===== src/rtl/ffssc_pkg.sv =====
// ----------------------------------------------------------------------------
// ffssc_pkg
// Shared types and constants for the fixed-length frame sync with additive
// checksum: frame geometry, register map and the sync phase encoding.
// ----------------------------------------------------------------------------
`default_nettype none

package ffssc_pkg;

  // Frame geometry: bytes per frame, header and checksum included.
  localparam int FrameBytes = 32;
  localparam int IdxW       = $clog2(FrameBytes);
  localparam int PosW       = 5;

  // Index of the checksum byte, which closes the frame.
  localparam logic [IdxW-1:0] LastIdx = IdxW'(FrameBytes - 1);

  // Register map of the configuration port.
  localparam int AddrW = 3;
  localparam int DataW = 32;

  typedef enum logic {
    REG_HEADER_FIRST  = 1'b0,
    REG_HEADER_SECOND = 1'b1
  } reg_idx_e;

  // Reset values of the header registers.
  localparam logic [7:0] HeaderFirstRst  = 8'hEE;
  localparam logic [7:0] HeaderSecondRst = 8'h16;

  // Sync phase: the unused code behaves as hunting.
  typedef enum logic [1:0] {
    PH_HUNT   = 2'd0,
    PH_SECOND = 2'd1,
    PH_BODY   = 2'd2
  } phase_e;

endpackage

`default_nettype wire


===== src/rtl/fixed_frame_sync_sum_check.sv =====
// Flow: the accepted checksum byte of a passing frame starts the replay;
// each frame byte goes through one frame store read, then the output register
// load, and a further read waits until that byte is in the output register.
// Throughput: one received byte per cycle while collecting; input stalls
// while a validated frame is replayed, and the replay pauses while the output
// is stalled. Reset: hunting for the first header byte, headers 0xEE, 0x16.
// ----------------------------------------------------------------------------
// fixed_frame_sync_sum_check
// Hunts for a two-byte header in a byte stream, collects a fixed-length
// frame into a single-port-write frame store and checks the additive
// checksum; a passing frame is replayed byte by byte with a last marker.
// ----------------------------------------------------------------------------
`default_nettype none

module fixed_frame_sync_sum_check (
  input  wire                          clk_i,
  input  wire                          rst_ni,
  // Received byte channel
  input  wire                          in_valid_i,
  output logic                         in_stall_o,
  input  wire  [7:0]                   rx_byte_i,
  // Frame byte channel
  output logic                         out_valid_o,
  input  wire                          out_stall_i,
  output logic [7:0]                   frame_byte_o,
  output logic [ffssc_pkg::PosW-1:0]   byte_position_o,
  output logic                         frame_last_o,
  // Configuration port
  input  wire                          psel,
  input  wire                          penable,
  input  wire                          pwrite,
  input  wire  [ffssc_pkg::AddrW-1:0]  paddr,
  input  wire  [ffssc_pkg::DataW-1:0]  pwdata,
  output logic [ffssc_pkg::DataW-1:0]  prdata,
  output logic                         pready
);

  // --------------------------------------------------------------------------
  // Configuration registers
  // --------------------------------------------------------------------------
  logic [7:0] hdr_first_q;
  logic [7:0] hdr_second_q;
  logic       cfg_wr;
  ffssc_pkg::reg_idx_e cfg_idx;

  assign pready  = 1'b1;
  assign cfg_wr  = psel && penable && pwrite;
  assign cfg_idx = ffssc_pkg::reg_idx_e'(paddr[2]);

  always_ff @(posedge clk_i or negedge rst_ni) begin
    if (!rst_ni) begin
      hdr_first_q  <= ffssc_pkg::HeaderFirstRst;
      hdr_second_q <= ffssc_pkg::HeaderSecondRst;
    end else if (cfg_wr) begin
      unique case (cfg_idx)
        ffssc_pkg::REG_HEADER_FIRST:  hdr_first_q  <= pwdata[7:0];
        ffssc_pkg::REG_HEADER_SECOND: hdr_second_q <= pwdata[7:0];
        default: ;
      endcase
    end
  end

  // Read data follows the addressed register.
  always_comb begin
    unique case (cfg_idx)
      ffssc_pkg::REG_HEADER_FIRST:  prdata = {24'd0, hdr_first_q};
      ffssc_pkg::REG_HEADER_SECOND: prdata = {24'd0, hdr_second_q};
      default:                      prdata = '0;
    endcase
  end

  // --------------------------------------------------------------------------
  // Sync state and replay control
  // --------------------------------------------------------------------------
  ffssc_pkg::phase_e            phase_q, phase_d;
  logic [ffssc_pkg::IdxW-1:0]   count_q, count_d;
  logic [7:0]                   sum_q, sum_d;
  logic                         replay_q, replay_d;
  logic [ffssc_pkg::IdxW-1:0]   rd_idx_q, rd_idx_d;
  logic                         pend_q;
  logic [ffssc_pkg::IdxW-1:0]   pend_idx_q;
  logic                         out_valid_q, out_valid_d;
  logic [7:0]                   out_byte_q;
  logic [ffssc_pkg::PosW-1:0]   out_pos_q;
  logic                         out_last_q;

  logic                         in_acc;
  logic                         out_free;
  logic                         rd_en;
  logic                         wr_en;
  logic [ffssc_pkg::IdxW-1:0]   wr_idx;
  logic [7:0]                   rd_data_q;

  assign in_stall_o = replay_q;
  assign in_acc     = in_valid_i && !replay_q;
  assign out_free   = !out_valid_q || !out_stall_i;
  assign rd_en      = replay_q && !pend_q && out_free;

  // Next phase, count, sum and frame store write for one accepted byte, and the replay read index.
  always_comb begin
    phase_d  = phase_q;
    count_d  = count_q;
    sum_d    = sum_q;
    replay_d = replay_q;
    rd_idx_d = rd_idx_q;
    wr_en    = 1'b0;
    wr_idx   = count_q;

    if (in_acc) begin
      unique case (phase_q)
        ffssc_pkg::PH_SECOND: begin
          if (rx_byte_i == hdr_second_q) begin
            wr_en   = 1'b1;
            sum_d   = sum_q + rx_byte_i;
            count_d = count_q + 1'b1;
            phase_d = ffssc_pkg::PH_BODY;
          end else if (rx_byte_i == hdr_first_q) begin
            // A repeated first header byte restarts the header on itself.
            wr_en   = 1'b1;
            wr_idx  = '0;
            sum_d   = rx_byte_i;
            count_d = ffssc_pkg::IdxW'(1);
            phase_d = ffssc_pkg::PH_SECOND;
          end else begin
            sum_d   = '0;
            count_d = '0;
            phase_d = ffssc_pkg::PH_HUNT;
          end
        end
        ffssc_pkg::PH_BODY: begin
          if (count_q != ffssc_pkg::LastIdx) begin
            wr_en   = 1'b1;
            sum_d   = sum_q + rx_byte_i;
            count_d = count_q + 1'b1;
          end else begin
            // Checksum byte: keep it and replay on a match, else drop.
            if (rx_byte_i == sum_q) begin
              wr_en    = 1'b1;
              replay_d = 1'b1;
              rd_idx_d = '0;
            end
            sum_d   = '0;
            count_d = '0;
            phase_d = ffssc_pkg::PH_HUNT;
          end
        end
        default: begin
          if (rx_byte_i == hdr_first_q) begin
            wr_en   = 1'b1;
            wr_idx  = '0;
            sum_d   = rx_byte_i;
            count_d = ffssc_pkg::IdxW'(1);
            phase_d = ffssc_pkg::PH_SECOND;
          end else begin
            sum_d   = '0;
            count_d = '0;
            phase_d = ffssc_pkg::PH_HUNT;
          end
        end
      endcase
    end

    // Replay walks the store one read at a time.
    if (rd_en) begin
      if (rd_idx_q == ffssc_pkg::LastIdx) begin
        replay_d = 1'b0;
      end else begin
        rd_idx_d = rd_idx_q + 1'b1;
      end
    end
  end

  // Output register loads when read data returns, empties when taken.
  always_comb begin
    out_valid_d = out_valid_q;
    if (pend_q) begin
      out_valid_d = 1'b1;
    end else if (out_valid_q && !out_stall_i) begin
      out_valid_d = 1'b0;
    end
  end

  always_ff @(posedge clk_i or negedge rst_ni) begin
    if (!rst_ni) begin
      phase_q     <= ffssc_pkg::PH_HUNT;
      count_q     <= '0;
      sum_q       <= '0;
      replay_q    <= 1'b0;
      rd_idx_q    <= '0;
      pend_q      <= 1'b0;
      out_valid_q <= 1'b0;
    end else begin
      phase_q     <= phase_d;
      count_q     <= count_d;
      sum_q       <= sum_d;
      replay_q    <= replay_d;
      rd_idx_q    <= rd_idx_d;
      pend_q      <= rd_en;
      out_valid_q <= out_valid_d;
    end
  end

  // Payload registers of the read pipeline and the output stage.
  always_ff @(posedge clk_i) begin
    if (rd_en) begin
      pend_idx_q <= rd_idx_q;
    end
    if (pend_q) begin
      out_byte_q <= rd_data_q;
      out_pos_q  <= ffssc_pkg::PosW'(pend_idx_q);
      out_last_q <= (pend_idx_q == ffssc_pkg::LastIdx);
    end
  end

  // --------------------------------------------------------------------------
  // Frame store: one write port, one registered read port
  // --------------------------------------------------------------------------
  logic [7:0] frame_mem [ffssc_pkg::FrameBytes];

  always_ff @(posedge clk_i) begin
    if (wr_en) begin
      frame_mem[wr_idx] <= rx_byte_i;
    end
    if (rd_en) begin
      rd_data_q <= frame_mem[rd_idx_q];
    end
  end

  assign out_valid_o     = out_valid_q;
  assign frame_byte_o    = out_byte_q;
  assign byte_position_o = out_pos_q;
  assign frame_last_o    = out_last_q;

  // --------------------------------------------------------------------------
  // Assertions
  // --------------------------------------------------------------------------
  // Returning read data never overwrites a byte still waiting at the output.
  a_out_free_on_load: assert property (@(posedge clk_i) disable iff (!rst_ni)
    pend_q |-> $past(out_free))
    else $error("read data returned while output register was busy");

  // A replay starts only from the checksum byte of a collected frame.
  a_replay_start: assert property (@(posedge clk_i) disable iff (!rst_ni)
    $rose(replay_q) |-> $past(phase_q == ffssc_pkg::PH_BODY &&
                              count_q == ffssc_pkg::LastIdx))
    else $error("replay started outside a frame's checksum byte");

  // After the checksum byte the sync logic is back to hunting.
  a_replay_hunt: assert property (@(posedge clk_i) disable iff (!rst_ni)
    $rose(replay_q) |-> (phase_q == ffssc_pkg::PH_HUNT && count_q == '0))
    else $error("sync state not restarted after checksum byte");

  // The last marker only ever sits on the checksum byte position.
  a_last_pos: assert property (@(posedge clk_i) disable iff (!rst_ni)
    (out_valid_q && out_last_q) |->
      (out_pos_q == ffssc_pkg::PosW'(ffssc_pkg::LastIdx)))
    else $error("last marker on a byte other than the checksum");

  // Hunting holds no bytes.
  a_hunt_empty: assert property (@(posedge clk_i) disable iff (!rst_ni)
    (phase_q == ffssc_pkg::PH_HUNT) |-> (count_q == '0 && sum_q == '0))
    else $error("byte count or sum not clear while hunting");

endmodule

`default_nettype wire


===== config.mk =====
export PLATFORM = sky130hd
export DESIGN_NAME = fixed_frame_sync_sum_check
export DESIGN_NICKNAME = d
export VERILOG_FILES = /design/src/rtl/ffssc_pkg.sv /design/src/rtl/fixed_frame_sync_sum_check.sv
export SDC_FILE = /design/constraint.sdc
export NUM_CORES = 1
export LEC_CHECK = 0
export ABC_AREA = 1
export BUFFER_PORTS_ARGS = -buffer_cell sky130_fd_sc_hd__clkbuf_2
export CORE_AREA = 2 2 189 191
export CTS_BUF_LIST = sky130_fd_sc_hd__clkbuf_8
export DETAILED_ROUTE_END_ITERATION = 12
export DIE_AREA = 0 0 191 193
export GPL_ROUTABILITY_DRIVEN = 1
export HOLD_SLACK_MARGIN = 0.02
export PLACE_DENSITY_LB_ADDON = 0.15
export SLEW_MARGIN = 25
export SYNTH_ARGS = -nofsm -noshare
export SYNTH_HDL_FRONTEND = slang
export SYNTH_SLANG_ARGS = --single-unit

===== constraint.sdc =====
create_clock -name clk_i -period 4.5 [get_ports clk_i]
set_clock_uncertainty 0.15 [all_clocks]
set_input_delay 0.9 -clock clk_i [delete_from_list [all_inputs] [get_ports clk_i]]
set_output_delay 0.9 -clock clk_i [all_outputs]
set_load 0.05 [all_outputs]

==> metrics.csv, run 1 <==
metric,value,unit
result of the run,finished clean,
post-place instance area,14700,um2
start-to-end type of the worst setup path,in -> reg,
share of the yosys chip area belonging to registers,0.690,
Final TNS setup,0,ns
Die Wd,191,um
cells along the critical path,"clkbuf_2, ha_1, nor2_1, nand4_1, inv_1, o21ai_0, nand2_1, nand2_1, nand2_1, nand3_2, nor2_1, buf_4",
Max Cap Violations,0,
number of buffers on the longest clock path,3,
Synth top cells by count,"edfxtp_1 (283), nor2_1 (190), o21ai_0 (168)",
Comb power frac,0.339,
maximum net fanout on the critical path,10,
placed cell count,1683,
most numerous cell in the Yosys netlist,edfxtp_1,
final worst path period share,0.667,
synthesis warning total,0,
gate count of the mapped netlist,1178,
Seq pwr share,0.412,
mapped cell area,13800,um2
post-detailed-route via-to-cell ratio,5.02,
longest individual stage delay on the worst path,0.46,ns
fill cell count,3285,
die area,36900,um2
maximum ir drop on the vdd rail,295,uV
switching share of power,0.390,
asr flop ratio synth,0.121,
Final min period,3.00,ns
Util after Layout,0.447,
DRT antenna net count,0,
Clk Tree Root Cell,clkbuf_8,
leading register cell type out of synthesis,edfxtp_1,
TritonCTS clock tree,built,
internal power summed over all cells,5.70,mW
placed wire-length estimate after detailed placement,20600,um
largest net degree at the start of global routing,67,
maximum frequency from static timing analysis,0.333,GHz
cell seen most often among critical-path stages,nand2_1,
number of antenna diodes,0,
drt first pass iters,5,
GR Overflow Total,0,
clock share of power,0.250,
wire length of the first global-routing pass,51400,um
initial DRC count,683,
number of antenna violations at the first check in global routing,0,
number of placed I/O pins,99,
critical path startpoint category,input pin,
final hold viol count,0,
number of cells in the finished layout apart from fillers,1781,
Hold Buf Count CTS,0,
total routing usage reported by global routing,0.185,
count of state elements after synthesis,322,
post-CTS setup-driven buffer insertion count,0,
remaining routing DRC violations,0,
worst min path class,in -> async,
data required time at the worst endpoint,4.62,ns
Cell Rows,69,
Worst setup EP type,flop,
clock-pin slew on the worst setup and hold paths,0.06,ns
Resized Gates After CTS,0,
core region area,35000,um2
static leakage,5.83,nW
Hold Worst Slack,0.248,ns
Vias,8948,
clock insertion delay at the later pin of the skew report,0.58,ns
max-slew violation count,0,
power per unit of standard cell area,597,nW/um2
initial core utilization,0.393,
"top cells by area, synth","edfxtp_1 (62%), o21ai_0 (6.1%), dfrtp_1 (5.5%), nor2_1 (5.2%), nand2_1 (3.5%)",
worst slack at placement,0.907,ns
library cell with the largest summed area after synthesis,edfxtp_1,
proportion of layout cells with a drive suffix above 1,0.161,
number of global-route vias before repair,8694,
number of sinks on the clock net,322,
unrepaired setup endpoints after global routing,false,
H-tree depth reported by CTS,2,
worst-margin pin slew,0.817,ns
worst slew margin relative to its limit,0.456,
number of flops mapped to enable cells by yosys,283,
Setup Viol. Count Final,0,
switching power of the nets,3.64,mW
post-detailed-route wirelength per cell,18.7,um
total wirelength of the detailed-routed design,33300,um
distinct cell type count of the synthesized netlist,39,
mean instance size in the synthesized netlist,11.7,um2
post-synth top area share,0.618,
master of the slowest instance on the critical path,ha_1,
area added between synthesis and finish,13.8,%
final worst-path setup slack,1.50,ns
net total in the final layout,1342,
data arrival time of the worst path,3.12,ns
post-route cell area,15600,um2
number of buffers created by CTS,54,
Port Buf Inserts,47,
die boundary height,193,um
GP Congestion,0.796,
total power after layout,9.34,mW
-- area by class of cell --
cell class,instances,area [um2],area share
inverters,77,290,0.0186
well taps,461,577,0.0369
multi-input cells,722,3660,0.234
clock inverters,39,156,0.0100
clock buffers,59,812,0.0519
flip-flops and latches,322,9490,0.607
repair buffers,101,653,0.0418
-- cells by family after synthesis --
group           synth area share
simple gates               0.123
fa+ha+maj                 0.0133
flops                      0.690
compound gates             0.114
xor+xnor                 0.00955
buf+inv                   0.0500
other cells             0.000546
-- power groups by stage --
stage                     clock network [mW]  registers, mW  logic (mW)
after global routing                    2.51           3.88        3.53
final                                   2.33           3.85        3.16
after CTS                               2.39           3.85        3.20
after global placement                     0           3.90        3.17
after detailed placement                   0           3.91        3.20
after floorplan                            0           4.02        2.10
-- worst max-delay path: cells and delay by family --
| family | cells | cell delay (ns) |
|---|---|---|
| and+or+nand+nor | 7 | 1.08 |
| AOI/OAI and AO/OA | 1 | 0.09 |
| adders and majority gates | 1 | 0.46 |
| buffers and inverters | 3 | 0.59 |
-- path summary, 6_finish.rpt --
kind                       cells past startpoint  slack [ns]                          end                    from
setup / recovery                              12        1.50   frame_mem[26][7]$_DFFE_PP_            rx_byte_i[2]
hold / removal                                 1        0.25  hdr_second_q[7]$_DFFE_PN0P_                  rst_ni
setup reg to reg                               8        1.65       rd_data_q[0]$_DFFE_PP_   rd_idx_q[0]$_DFF_PN0_
hold reg to reg                                0        0.26    frame_byte_o[0]$_DFFE_PP_  rd_data_q[0]$_DFFE_PP_
max in group asynchronous                      2        3.23        rd_idx_q[1]$_DFF_PN0_                  rst_ni
min in group clk_i                             0        0.26    frame_byte_o[0]$_DFFE_PP_  rd_data_q[0]$_DFFE_PP_
-- routing by layer --
metal,share of wire,track usage,up-vias
met4,0.024,0.0617,0
li1,-,-,4350
met5,0,0,-
met3,0.047,0.0281,57
met2,0.48,0.310,207
met1,0.45,0.248,4334
-- flip-flops by register name, summed over array words and instances (netlist names) --
signal and count:
frame_mem 256, frame_last_o 1, byte_position_o 5, hdr_first_q 8
phase_q 2, rd_data_q 8, frame_byte_o 8, pend_idx_q 5
hdr_second_q 8, in_stall_o 1, count_q 5, pend_q 1
rd_idx_q 5, out_valid_o 1, sum_q 8
-- cells in the final DEF, fill, tap and decap left out, types with 11 or more instances in the layout --
| cell | instances |
|---|---|
| o22ai_1 | 40 |
| o221ai_1 | 24 |
| clkbuf_2 | 47 |
| conb_1 | 25 |
| nand4_1 | 11 |
| edfxtp_1 | 283 |
| o21ai_0 | 168 |
| ha_1 | 13 |
| inv_1 | 85 |
| clkbuf_8 | 59 |
| nand3_1 | 38 |
| nand2_1 | 128 |
| buf_4 | 53 |
| nor2_1 | 190 |
| clkinv_1 | 17 |
| a21oi_1 | 17 |
| dfrtp_1 | 28 |
Note: power is estimated with default switching activity, not from simulation.
==> run 2, diff against run 1 <==
==> constraint.sdc (replaced) <==
create_clock -name clk_i -period 2.95 [get_ports clk_i]
set_clock_uncertainty 0.15 [all_clocks]
set_input_delay 0.59 -clock clk_i [delete_from_list [all_inputs] [get_ports clk_i]]
set_output_delay 0.59 -clock clk_i [all_outputs]
set_load 0.05 [all_outputs]
==> metrics.csv, run 2 (synthesis results as in run 1) <==
metric,value,unit,change
wire length of the first global-routing pass,52800,um,+2.8%
maximum net fanout on the critical path,8,,-2
gate family responsible for the most delay along the worst path,simple AND/OR/NAND/NOR gates,,
number of flip-flops in the largest register,256,,unchanged
Max Cap Violations,0,,unchanged
Worst Hold Launch,pwdata[3],,
longest individual stage delay on the worst path,0.54,ns,+0.08 ns
total routing usage reported by global routing,0.190,,+0.00508
clock-pin slew on the worst setup and hold paths,0.06,ns,about the same
most used cells in the layout excluding fill and tap cells,"edfxtp_1 (283), nor2_1 (190), o21ai_0 (168), nand2_1 (128), buf_4 (87)",,
data arrival time of the worst path,2.77,ns,-0.35 ns
GP Congestion,0.802,,+0.75%
"most common cell after layout, fill and taps aside",edfxtp_1,,
setup slack of the most critical reg-to-reg path,0.32,ns,-1.33 ns
worst min path class,in -> reg,,
Die Wd,191,um,unchanged
TritonCTS clock tree,built,,
drt first pass iters,5,,unchanged
max-slew violation count,0,,unchanged
initial core utilization,0.393,,unchanged
core region area,35000,um2,unchanged
worst-margin pin slew,0.760,ns,-0.0567 ns
post-detailed-route via-to-cell ratio,5.09,,+1.4%
post-CTS setup-driven buffer insertion count,0,,unchanged
remaining routing DRC violations,0,,unchanged
Port Buf Inserts,47,,unchanged
worst slew margin relative to its limit,0.493,,+0.0378
number of buffers created by CTS,54,,unchanged
number of global-route vias before repair,9133,,+5.0%
Cell Rows,69,,unchanged
number of buffers on the longest clock path,3,,unchanged
register ranked first by flip-flop count,frame_mem,,
Reg-to-Reg Start,hdr_first_q[2]$_DFFE_PN1P_,,
Hold Buf Count CTS,1,,+1
clock share of power,0.246,,-0.004
Final min period,2.63,ns,
result of the run,finished clean,,
Vias,9282,,+3.7%
die boundary height,193,um,unchanged
GR Overflow Total,0,,unchanged
final worst-path setup slack,0.316,ns,-1.18 ns
DRT antenna net count,0,,unchanged
number of antenna violations at the first check in global routing,0,,unchanged
unrepaired setup endpoints after global routing,false,,
proportion of layout cells with a drive suffix above 1,0.187,,+0.0253
static leakage,6.08,nW,+4.2%
total wirelength of the detailed-routed design,34200,um,+2.8%
placed wire-length estimate after detailed placement,21600,um,+4.9%
cells along the critical path,"inv_1, nand2_1, nand2_1, nor2_1, nand2_2, nor2_4, nand2_1, nand2_2, nand2_4, buf_4, nand2_2, nand2_4, nor2_4, nand2_2, nor2_1, buf_4",,
number of placed I/O pins,99,,unchanged
net total in the final layout,1386,,+3.3%
data required time at the worst endpoint,3.08,ns,-1.54 ns
Comb power frac,0.361,,+0.022
number of antenna diodes,0,,unchanged
initial DRC count,731,,+7.0%
critical path startpoint category,flop,,
Resized Gates After CTS,0,,unchanged
Final TNS setup,0,ns,unchanged
cell seen most often among critical-path stages,nand2_2,,
largest net degree at the start of global routing,93,,+39%
die area,36900,um2,unchanged
switching power of the nets,5.67,mW,+56%
maximum ir drop on the vdd rail,720,uV,+140%
sum of buffers and inverters on the critical path,3,,unchanged
power per unit of standard cell area,914,nW/um2,+53%
final worst path period share,0.893,,
number of sinks on the clock net,322,,unchanged
depth of the most critical reg-to-reg path,16,,+8
final hold viol count,0,,unchanged
area added between synthesis and finish,17.0,%,
Hold Worst Slack,0.0726,ns,-0.176 ns
switching share of power,0.386,,-0.00414
Seq pwr share,0.393,,-0.019
start-to-end type of the worst setup path,reg -> reg,,
Setup Viol. Count Final,0,,unchanged
end of the worst hold path,hdr_first_q[3]$_DFFE_PN1P_,,
internal power summed over all cells,9.03,mW,+58%
maximum frequency from static timing analysis,0.380,GHz,
endpoint of the worst-slack reg-to-reg timing path,frame_mem[3][0]$_DFFE_PP_,,
worst slack at placement,-0.121,ns,-1.03 ns
number of cells on the worst hold path,3,,
H-tree depth reported by CTS,2,,unchanged
post-detailed-route wirelength per cell,18.8,um,+0.50%
master of the slowest instance on the critical path,dfstp_2,,
fill cell count,3247,,-1.2%
Worst setup EP type,flop,,
clock insertion delay at the later pin of the skew report,0.59,ns,about the same
Clk Tree Root Cell,clkbuf_8,,
## run 2: final cells by class
cell class | count | area (um2) | share of cell area
Clock buffer | 55 | 757 | 0.0470
Tap cell | 461 | 577 | 0.0359
Sequential cell | 322 | 9490 | 0.590
Timing Repair Buffer | 145 | 1100 | 0.0683
Multi-Input combinational cell | 722 | 3660 | 0.228
Inverter | 77 | 290 | 0.0180
Clock inverter | 40 | 213 | 0.0132
## run 2: how the worst max path moves through the flow
stage	from	endpoint	slack (ns)	cells after the start
floorplan	paddr[2]	prdata[5]	0.15	3
global placement	rx_byte_i[1]	frame_mem[24][0]$_DFFE_PP_	-0.12	15
detailed placement	rx_byte_i[1]	frame_mem[3][5]$_DFFE_PP_	-0.12	17
CTS	hdr_first_q[2]$_DFFE_PN1P_	frame_mem[16][6]$_DFFE_PP_	0.28	14
global route	hdr_first_q[2]$_DFFE_PN1P_	frame_mem[0][0]$_DFFE_PP_	0.08	16
finish	hdr_first_q[2]$_DFFE_PN1P_	frame_mem[3][0]$_DFFE_PP_	0.32	16
## run 2: per-stage QoR
step | total power, mW | std cells | util | cell area [um2]
6_report | 14.7 | 1822 | 0.460 | 16100
5_1_grt | 15.6 | 1822 | 0.460 | 16100
4_1_cts | 14.9 | 1822 | 0.460 | 16100
3_5_place_dp | 11.2 | 1726 | 0.432 | 15100
3_3_place_gp | 11.1 | 1726 | 0.432 | 15100
2_1_floorplan | 9.33 | 1201 | - | 13800
## run 2: worst reg2reg max path, cell delays in order, from the launching register on
cell	delay, ns
dfstp_2	0.54
inv_1	0.05
nand2_1	0.05
nand2_1	0.05
nor2_1	0.14
nand2_2	0.11
nor2_4	0.16
nand2_1	0.08
nand2_2	0.08
nand2_4	0.09
buf_4	0.15
nand2_2	0.06
nand2_4	0.09
nor2_4	0.14
nand2_2	0.09
nor2_1	0.12
buf_4	0.20
## run 2: power groups by stage
stage,logic (mW),registers (mW),clock network (mW)
floorplan,3.21,6.12,0
global placement,5.29,5.85,0
detailed placement,5.35,5.87,0
CTS,5.36,5.78,3.73
global route,5.86,5.82,3.91
finish,5.31,5.77,3.62
## run 2: per-layer routing
| metal | wire length, um | GRT usage | share of wire |
|---|---|---|---|
| met5 | 0 | 0 | 0 |
| met3 | 1490 | 0.0270 | 0.044 |
| met1 | 15100 | 0.250 | 0.44 |
| met2 | 16700 | 0.325 | 0.49 |
| met4 | 927 | 0.0659 | 0.027 |
